### src/design/mal_pkg.sv
package mal_pkg;

  // Item command codes
  localparam logic [2:0] CMD_SAMPLE = 3'd0;
  localparam logic [2:0] CMD_PRESS  = 3'd1;
  localparam logic [2:0] CMD_STOP   = 3'd2;
  localparam logic [2:0] CMD_UNDO   = 3'd3;
  localparam logic [2:0] CMD_RESET  = 3'd4;

  // Configuration register indexes
  localparam logic [1:0] CFG_LEVEL = 2'd0;
  localparam logic [1:0] CFG_BAR   = 2'd1;
  localparam logic [1:0] CFG_BCNT  = 2'd2;

  // Fixed field widths
  localparam int W_CMD    = 3;
  localparam int W_SAMPLE = 16;
  localparam int W_AUDIO  = 21;
  localparam int W_MODE   = 3;
  localparam int W_LCNT   = 4;
  localparam int W_POS    = 22;
  localparam int W_LEVEL  = 16;
  localparam int W_BAR    = 22;
  localparam int W_BCNT   = 6;
  localparam int W_CFGIDX = 2;

  // Mix arithmetic constants
  localparam int LEVEL_RESET = 16384;
  localparam int LEVEL_MAX   = 32768;
  localparam int MIX_FRAC    = 14;
  localparam int MIX_ROUND   = 8192;
  localparam int AUDIO_MAX   = 1048575;
  localparam int AUDIO_MIN   = -1048576;

  typedef enum logic [2:0] {
    MODE_EMPTY = 3'd0,
    MODE_REC   = 3'd1,
    MODE_PLAY  = 3'd2,
    MODE_DUB   = 3'd3,
    MODE_STOP  = 3'd4
  } mode_t;

  typedef enum logic [2:0] {
    ST_IDLE,
    ST_DEC,
    ST_DIV,
    ST_LEN,
    ST_READ,
    ST_ACC,
    ST_MUL,
    ST_FIN
  } state_t;

  // Commands from controller to datapath
  typedef struct packed {
    logic load;
    logic dec;
    logic div_init;
    logic div_step;
    logic len_en;
    logic rd_en;
    logic mul_en;
    logic fin;
  } ctl_cmd_t;

  // Status from datapath to controller
  typedef struct packed {
    logic is_sample;
    logic mix_req;
    logic close_req;
    logic snap;
    logic out_free;
  } dp_sts_t;

endpackage

### src/design/mal_ctrl.sv
module mal_ctrl #(
  parameter int MAX_LAYERS = 8,
  parameter int MAX_LEN    = 2097152
) (
  input  logic                clk,
  input  logic                rst_n,
  input  logic                in_valid,
  output logic                in_ready,
  input  mal_pkg::dp_sts_t    sts,
  output mal_pkg::ctl_cmd_t   cmd,
  output logic [((MAX_LAYERS > 1) ? $clog2(MAX_LAYERS) : 1)-1:0] rd_idx
);

  localparam int HW = $clog2(MAX_LEN + 1);
  localparam int DW = ((HW > mal_pkg::W_BAR) ? HW : mal_pkg::W_BAR) + 1;
  localparam int LW = (MAX_LAYERS > 1) ? $clog2(MAX_LAYERS) : 1;
  localparam int CW = $clog2(((DW > MAX_LAYERS) ? DW : MAX_LAYERS) + 1);

  mal_pkg::state_t state_r, state_nxt;
  logic [CW-1:0]   cnt_r, cnt_nxt;

  // Next state
  always_comb begin
    state_nxt = state_r;
    cnt_nxt   = cnt_r;
    case (state_r)
      mal_pkg::ST_IDLE: begin
        if (in_valid) state_nxt = mal_pkg::ST_DEC;
      end
      mal_pkg::ST_DEC: begin
        cnt_nxt = '0;
        if (sts.mix_req) state_nxt = mal_pkg::ST_READ;
        else if (sts.close_req && sts.snap) state_nxt = mal_pkg::ST_DIV;
        else if (sts.close_req) state_nxt = mal_pkg::ST_LEN;
        else state_nxt = mal_pkg::ST_FIN;
      end
      mal_pkg::ST_DIV: begin
        cnt_nxt = cnt_r + CW'(1);
        if (cnt_r == CW'(DW - 1)) state_nxt = mal_pkg::ST_LEN;
      end
      mal_pkg::ST_LEN: state_nxt = mal_pkg::ST_FIN;
      mal_pkg::ST_READ: begin
        cnt_nxt = cnt_r + CW'(1);
        if (cnt_r == CW'(MAX_LAYERS - 1)) state_nxt = mal_pkg::ST_ACC;
      end
      mal_pkg::ST_ACC: state_nxt = mal_pkg::ST_MUL;
      mal_pkg::ST_MUL: state_nxt = mal_pkg::ST_FIN;
      mal_pkg::ST_FIN: begin
        if (!sts.is_sample || sts.out_free) state_nxt = mal_pkg::ST_IDLE;
      end
      default: state_nxt = mal_pkg::ST_IDLE;
    endcase
  end

  // Outputs
  always_comb begin
    cmd          = '0;
    in_ready     = 1'b0;
    rd_idx       = cnt_r[LW-1:0];
    case (state_r)
      mal_pkg::ST_IDLE: begin
        in_ready = 1'b1;
        cmd.load = in_valid;
      end
      mal_pkg::ST_DEC: begin
        cmd.dec      = 1'b1;
        cmd.div_init = sts.close_req && sts.snap && !sts.mix_req;
      end
      mal_pkg::ST_DIV:  cmd.div_step = 1'b1;
      mal_pkg::ST_LEN:  cmd.len_en   = 1'b1;
      mal_pkg::ST_READ: cmd.rd_en    = 1'b1;
      mal_pkg::ST_ACC:  cmd          = '0;
      mal_pkg::ST_MUL:  cmd.mul_en   = 1'b1;
      mal_pkg::ST_FIN:  cmd.fin      = !sts.is_sample || sts.out_free;
      default:          cmd          = '0;
    endcase
  end

  // State registers
  always_ff @(posedge clk) begin
    if (!rst_n) begin
      state_r <= mal_pkg::ST_IDLE;
      cnt_r   <= '0;
    end else begin
      state_r <= state_nxt;
      cnt_r   <= cnt_nxt;
    end
  end

endmodule

### config.mk
export PLATFORM = sky130hd
export DESIGN_NAME = mal_ctrl
export DESIGN_NICKNAME = d
export VERILOG_FILES = /design/src/design/mal_pkg.sv /design/src/design/mal_ctrl.sv
export SDC_FILE = /design/constraint.sdc
export NUM_CORES = 1
export LEC_CHECK = 0
export BUFFER_PORTS_ARGS = -buffer_cell sky130_fd_sc_hd__buf_2
export CAP_MARGIN = 0
export CORE_MARGIN = 8
export CORE_UTILIZATION = 40
export CTS_CLUSTER_DIAMETER = 30
export CTS_CLUSTER_SIZE = 14
export DETAILED_ROUTE_END_ITERATION = 10
export PLACE_DENSITY_LB_ADDON = 0.1
export SYNTH_ARGS = -nofsm -noshare
export SYNTH_HDL_FRONTEND = slang
export SYNTH_SLANG_ARGS = --single-unit
### constraint.sdc
create_clock -name clk -period 1.3 [get_ports clk]
set_input_delay 0.26 -clock clk [delete_from_list [all_inputs] [get_ports clk]]
set_output_delay 0.26 -clock clk [all_outputs]
set_load 0.02 [all_outputs]
# Yosys cells after proc, flatten, opt, wreduce, memory -nomap -nowiden
# Index checks and enable logic that the tools add are counted.
[word_totals]
input_bits = 8
out_inout_bits = 12
wordCells = 43
reg_bits = 8
[classes]
eq_ne = 13
add_sub_neg = 1
mux = 17
n_reduce_logical = 10
[ops]
columns = ["op", "count"]
rows = [
  ["$mux 3", 7],
  ["$pmux 3 s7", 1],
  ["$eq 3x3->1 const B", 4],
  ["$pmux 5 s2", 1],
  ["$ne 2x2->1 const B", 4],
  ["$mux 1", 7],
  ["$eq 3x2->1 const B", 2],
  ["$add 5x1->5 const B", 1],
  ["$eq 5x3->1 const B", 1],
  ["$eq 5x5->1 const B", 1],
  ["$reduce_and 4->1", 1],
  ["$reduce_or 2->1", 2],
  ["$eq 3x1->1 const B", 1],
  ["$logic_not 3->1", 1],
  ["$logic_and 1x1->1", 2],
  ["$logic_not 1->1", 2],
  ["$mux 2", 1],
  ["$reduce_bool 2->1", 1],
  ["$logic_or 1x1->1", 1],
]

# Logic depth before layout (Yosys ltp)
# Gate-level depths: netlist (run 1).
[depth]
depth_word = 4
ltp_mapped = 6

# Worst setup path before layout (run 1)
# Ideal clock, no wire load.
[synth_path]
kind = "reg2out"
from = "register state_r[1]"
to = "output cmd[5] (netlist bit)"
arrival_time_ns = 1.494
t_required_ns = 1.040
stages_incl_launch_ff = 4
slack_ns = -0.454
n_path_buf = 1
path_cell_list = "dfxtp_1 > buf_4 > nor3b_1 > and4_1"
[synth_lines]
columns = ["element", "line_no", "source"]
rows = [
  ["from (decl)", "mal_ctrl.sv:19", "mal_pkg::state_t state_r, state_nxt;"],
  ["from (signal assigned)", "mal_ctrl.sv:82", "state_r <= mal_pkg::ST_IDLE;"],
  ["from (signal assigned)", "mal_ctrl.sv:85", "state_r <= state_nxt;"],
  ["to (decl)", "mal_ctrl.sv:10", "output mal_pkg::ctl_cmd_t cmd,"],
]

==> results of run 1 <==
## what timing repair did
item / 4_1_cts / 5_1_grt
endpoints found under the setup margin: 10 / 15
pin swaps: 5 / 3
buffers inserted: 6 / 1
resized for setup: 20 / 8
## cell usage in the layout, fill, tap and decap left out, drive strengths merged, types with 2 or more instances in the layout
cell type  Yosys  layout
nor3b          4       4
a21oi          6       6
nand2          7       7
inv            6       6
nand4          2       2
dfxtp          8       8
ha             2       2
nor3           3       3
buf            7      36
o211ai         2       2
nand4b         2       2
clkbuf         1       3
o21ai          6       6
mux2i          2       2
nor2           2       2
nand2b         3       3
a211oi         4       4
## final cells by class
cell class	count	area, um^2	area share
flip-flops and latches	8	166	0.181
well taps	15	18.8	0.0205
multi-input cells	53	418	0.456
repair buffers	36	269	0.293
inverters	6	22.5	0.0246
clock buffers	3	22.5	0.0246
## metrics by stage
step           std cells  hold slack [ns]  area (um^2)
2_1_floorplan         75            0.385          607
3_3_place_gp         112            0.524          767
3_5_place_dp         112            0.529          767
4_1_cts              120            0.277          878
5_1_grt              121            0.304          917
6_report             121            0.279          917
## how the worst max path moves through the flow
stage | startpoint | to | slack (ns) | depth (start not counted)
final | state_r[2]$_SDFFE_PN0P_ | cmd[5] | -0.20 | 4
after global routing | state_r[2]$_SDFFE_PN0P_ | cmd[5] | -0.26 | 4
after CTS | state_r[2]$_SDFFE_PN0P_ | cmd[5] | -0.23 | 4
after detailed placement | state_r[1]$_SDFFE_PN0P_ | cnt_r[4]$_SDFFE_PN0P_ | -0.008 | 5
after global placement | state_r[1]$_SDFFE_PN0P_ | cmd[5] | 0.04 | 4
after floorplan | state_r[1]$_SDFFE_PN0P_ | cmd[5] | -0.15 | 3
## cells by family (layout without fill, tap and decap cells)
| group | Yosys count | count (layout) |
|---|---|---|
| buf+inv | 14 | 45 |
| xor+xnor | 1 | 1 |
| mux | 2 | 2 |
| fa+ha+maj | 2 | 2 |
| simple gates | 27 | 27 |
| flops | 8 | 8 |
| compound gates | 21 | 21 |
## state kept, by name, indices dropped and copies added (netlist names)
signal / flops
state_r: 3
cnt_r: 5
## where the power goes
part | leakage, uW | internal [uW] | switching (uW)
registers | 0.0000666 | 272 | 28.8
logic | 0.000334 | 244 | 250
clock network | 0.0000138 | 106 | 93.5
total | 0.000415 | 622 | 372
## per-layer routing
metal  GRT usage  wire [um]
met1       0.134        689
met2       0.226        850
met5           0          0
met3      0.0386         83
met4      0.0756         27
## critical path: stages, from the launching register on
cell and delay (ns):
dfxtp_2 0.33, buf_6 0.12, nor3b_4 0.19, and4_1 0.23, buf_6 0.12
==> impl_metrics.json, run 1 <==
{
  "outcome": "finished, violations left",
  "failed_checks": "setup timing",
  "synth_compound_area_frac": 0.224,
  "hold_viol_final": 0,
  "clock.fmax_mhz": 665,
  "synthAdderAreaFrac": 0.0435,
  "required_ns": 1.04,
  "dieHeight_um": 53.9,
  "ys.flop_type": "dfxtp_1",
  "grt_setup_unrepaired": "yes",
  "numCtsBuffers": 3,
  "crit_fanout": 3,
  "num_rows": 13,
  "drt-initial-drc-count": 11,
  "track_usage": 0.129,
  "synth.avg_cell_area_um2": 7.67,
  "critical_path.startpoint_type": "register",
  "synthTopCellsByCount": "dfxtp_1, nand2_1, a21oi_1, inv_1, o21ai_0",
  "yosysTopAreaCell": "dfxtp_1",
  "diodes": 0,
  "drcViolationCount": 0,
  "port_buffers": 19,
  "wl_per_cell_um": 13.6,
  "cts-root-buf": "clkbuf_4",
  "path_clk_slew_ns": 0.06,
  "p_per_area_nw_per_um2": 1080,
  "die_w_um": 53.9,
  "synth-xor-area-share": 0.0283,
  "h-tree-depth": 1,
  "grt_pass1_vias": 622,
  "maxSlewHeadroom": 0.798,
  "gp_congestion": 0.777,
  "grt_start_max_net_pins": 13,
  "routed-via-count": 666,
  "start_util": 0.437,
  "hold_path_startpoint": "rst_n",
  "dieArea_um2": 2910,
  "yosysMostFrequentCell": "dfxtp_1",
  "whs_endpoint": "cnt_r[2]$_SDFFE_PN0P_",
  "power.leakage_uw": 0.000415,
  "pin_count": 20,
  "synth_seq_area_share": 0.278,
  "final.setup_skew_ns": 0.00194,
  "pre_cts_ws_ns": -0.00813,
  "cts_tree": "built",
  "cts_hold_buf": 0,
  "ff2ff_setup_slack_ns": -0.06,
  "synth_edf_count": 0,
  "core_um2": 1320,
  "period_needed_ns": 1.50,
  "dp_hpwl_um": 1210,
  "worst_hold_path_type": "in2reg",
  "drive_gt1_frac": 0.481,
  "cp.arrival_ns": 1.24,
  "routed_wl_um": 1650,
  "ys_warn_count": 0,
  "grt_pass1_wl_um": 2750,
  "clock_sinks": 8,
  "finalSetupViolCount": 11,
  "reg2regPathDepth": 5,
  "r2r_end": "cnt_r[4]$_SDFFE_PN0P_",
  "setup_slack_ns": -0.203,
  "synth-simple-area-share": 0.267,
  "finish.utilization": 0.696,
  "yosysUniqueCellTypes": 26,
  "viasPerCell": 5.50,
  "finalCritPeriodShare": 1.16,
  "peakVddDrop_v": 0.000525,
  "final.setup.tns_ns": -1.15,
  "muxShareOfSynthArea": 0.0348,
  "yosys_register_bits": 8,
  "clk_latency_ns": 0.26,
  "cp-end-kind": "output pin",
  "syn_area_um2": 576,
  "synth.area.top_cells": "dfxtp_1, a21oi_1, o21ai_0",
  "worstSetupPathType": "reg2out",
  "ant_nets": 0,
  "async_flop_share": 0,
  "netlist_instances": 75,
  "yosys.area.top_type_share": 0.278,
  "maxCapViolCount": 0,
  "tightest_slew_ns": 0.303,
  "first_pass_iters": 4,
  "drv_slew": 0,
  "clockBufferDepth": 2,
  "antenna_found_initial": 0,
  "synth_top_family_by_area": "simple AND/OR/NAND/NOR gates",
  "syn_nets": 85,
  "r2r-start": "state_r[1]$_SDFFE_PN0P_",
  "nNetsFinal": 118,
  "syn2layout_area_growth_pct": 59.3,
  "whs_path_depth": 3,
  "fillers": 124,
  "grt_overflow": 0,
  "power_uw": 994
}
(Power assumes the default switching activity.)
==> inputs of run 2 (changes only) <==
--- a/config.mk
+++ b/config.mk
@@ -16,3 +16,4 @@
 export SYNTH_ARGS = -nofsm -noshare
 export SYNTH_HDL_FRONTEND = slang
 export SYNTH_SLANG_ARGS = --single-unit
+export TNS_END_PERCENT = 5
==> constraint.sdc (replaced) <==
create_clock -name clk -period 1.9 [get_ports clk]
set_input_delay 0.38 -clock clk [delete_from_list [all_inputs] [get_ports clk]]
set_output_delay 0.38 -clock clk [all_outputs]
set_load 0.02 [all_outputs]
==> run 2 against run 1 <==
  * The run now ends clean
  * Clock skew is 0.0016 ns lower
  * Via count is 13% lower
  * Non-clock buffer count is 15 lower
  * Combinational power shrank 62%
  * Global-route usage decreased by 1.5 points
  * Final area is 26% lower
  * Total power shrank 45%
  * Sequential cell count unchanged
==> impl_metrics.json, run 2 (synthesized netlist as in run 1, its figures left out) <==
{
  "outcome": "complete, no violations",
  "mostFrequentLayoutCells": "buf_2, nand2_1",
  "clock.fmax_mhz": 562,
  "path_cells": "nor3b_1, and4_1, buf_2",
  "largestRegisters": "cnt_r x5, state_r x3",
  "tightest_slew_ns": 0.301,
  "diodes": 0,
  "p_comb_frac": 0.339,
  "fin_area_um2": 681,
  "fillers": 137,
  "ctsResizeCount": 0,
  "finish.utilization": 0.517,
  "cp.arrival_ns": 1.40,
  "ant_nets": 0,
  "dieHeight_um": 53.9,
  "final.setup.tns_ns": 0,
  "viasPerCell": 5.48,
  "layout_commonest_cell": "buf_2",
  "drv_slew": 0,
  "power.leakage_uw": 0.000312,
  "port_buffers": 19,
  "gp_congestion": 0.763,
  "maxCapViolCount": 0,
  "h-tree-depth": 1,
  "pwr-share-seq": 0.410,
  "die_w_um": 53.9,
  "grt_setup_unrepaired": "no",
  "maxSlewHeadroom": 0.794,
  "hold_viol_final": 0,
  "clock_sinks": 8,
  "antenna_found_initial": 0,
  "core_um2": 1320,
  "peakVddDrop_v": 0.000405,
  "grt_overflow": 0,
  "cts-root-buf": "clkbuf_4",
  "track_usage": 0.114,
  "first_pass_iters": 4,
  "cts_hold_buf": 0,
  "path_clk_slew_ns": 0.06,
  "setup_slack_ns": 0.121,
  "top_register": "cnt_r",
  "pre_cts_ws_ns": 0.365,
  "start_util": 0.437,
  "slowest_stage": "dfxtp_1",
  "p_per_area_nw_per_um2": 806,
  "switching_share": 0.393,
  "dieArea_um2": 2910,
  "period_needed_ns": 1.78,
  "cts_tree": "built",
  "routed-via-count": 581,
  "crit_fanout": 10,
  "required_ns": 1.52,
  "grt_start_max_net_pins": 16,
  "pin_count": 20,
  "routed_wl_um": 1500,
  "dp_hpwl_um": 1130,
  "cp-end-kind": "output pin",
  "clockBufferDepth": 2,
  "finalCritPeriodShare": 0.936,
  "largest_reg_flops": 5,
  "drcViolationCount": 0,
  "clkPwrFrac": 0.251,
  "drt-initial-drc-count": 15,
  "nNetsFinal": 103,
  "final.setup_skew_ns": 0.000371,
  "finalSetupViolCount": 0,
  "post_cts_buffers": 0,
  "num_rows": 13,
  "numCtsBuffers": 3,
  "post_dp_cell_area_um2": 656,
  "wl_per_cell_um": 14.1,
  "worst_hold_path_type": "in2reg",
  "critical_path.max_stage_delay_ns": 0.48,
  "clk_latency_ns": 0.26,
  "power_switching_uw": 216,
  "drive_gt1_frac": 0.297,
  "critical_path.startpoint_type": "register",
  "p_int_uw": 333,
  "syn2layout_area_growth_pct": 18.3,
  "grt_pass1_vias": 555,
  "grt_pass1_wl_um": 2390,
  "worstSetupPathType": "reg2out"
}
## run 2: changes by cell type in the layout (fill, tap and decap cells not counted), moves of 3 or more
cell,previous run,this run
buf_2,11,19
buf_6,7,0
buf_4,18,2
nor3b_1,0,4
nor3b_4,3,0
## run 2: power by group through the flow
| stage | logic, uW | registers (uW) | clock network (uW) |
|---|---|---|---|
| 2_1_floorplan | 159 | 201 | 0 |
| 3_3_place_gp | 183 | 226 | 0 |
| 3_5_place_dp | 186 | 227 | 0 |
| 4_1_cts | 186 | 223 | 141 |
| 5_1_grt | 205 | 230 | 148 |
| 6_report | 186 | 225 | 138 |
## run 2: per-stage QoR
step	instances	hold slack [ns]	total power, uW
after floorplan	75	0.483	360
after global placement	103	0.517	409
after detailed placement	103	0.514	413
after CTS	106	0.388	551
after global routing	106	0.407	582
final	106	0.397	548
## run 2: worst paths after layout
check	startpoint	cells after the start	endpoint	slack (ns)
worst max-delay path	state_r[0]$_SDFFE_PN0P_	3	cmd[5]	0.12
worst min-delay path	rst_n	3	cnt_r[2]$_SDFFE_PN0P_	0.40
worst max register to register	state_r[1]$_SDFFE_PN0P_	4	cnt_r[3]$_SDFFE_PN0P_	0.53
worst min register to register	cnt_r[0]$_SDFFE_PN0P_	1	cnt_r[0]$_SDFFE_PN0P_	0.54
## run 2: critical path, delay by kind of cell, from the launching register on
family / cells / cell delay [ns]
and+or+nand+nor: 2 / 0.50
DFF: 1 / 0.48
buffers and inverters: 1 / 0.16
## run 2: layout make-up
class	instances	area, um^2	area share
sequential	8	163	0.239
multi-input combinational	53	344	0.506
timing repair buffer	21	110	0.162
tap	15	18.8	0.0276
clock buffer	3	22.5	0.0331
inverter	6	22.5	0.0331
## run 2: per-layer routing
| layer | global-route usage | vias to the layer above | part of all wire |
|---|---|---|---|
| li1 | - | 300 | - |
| met1 | 0.129 | 259 | 0.47 |
| met2 | 0.174 | 17 | 0.47 |
| met3 | 0.0441 | 5 | 0.034 |
| met4 | 0.0756 | 0 | 0.025 |
| met5 | 0 | - | 0 |
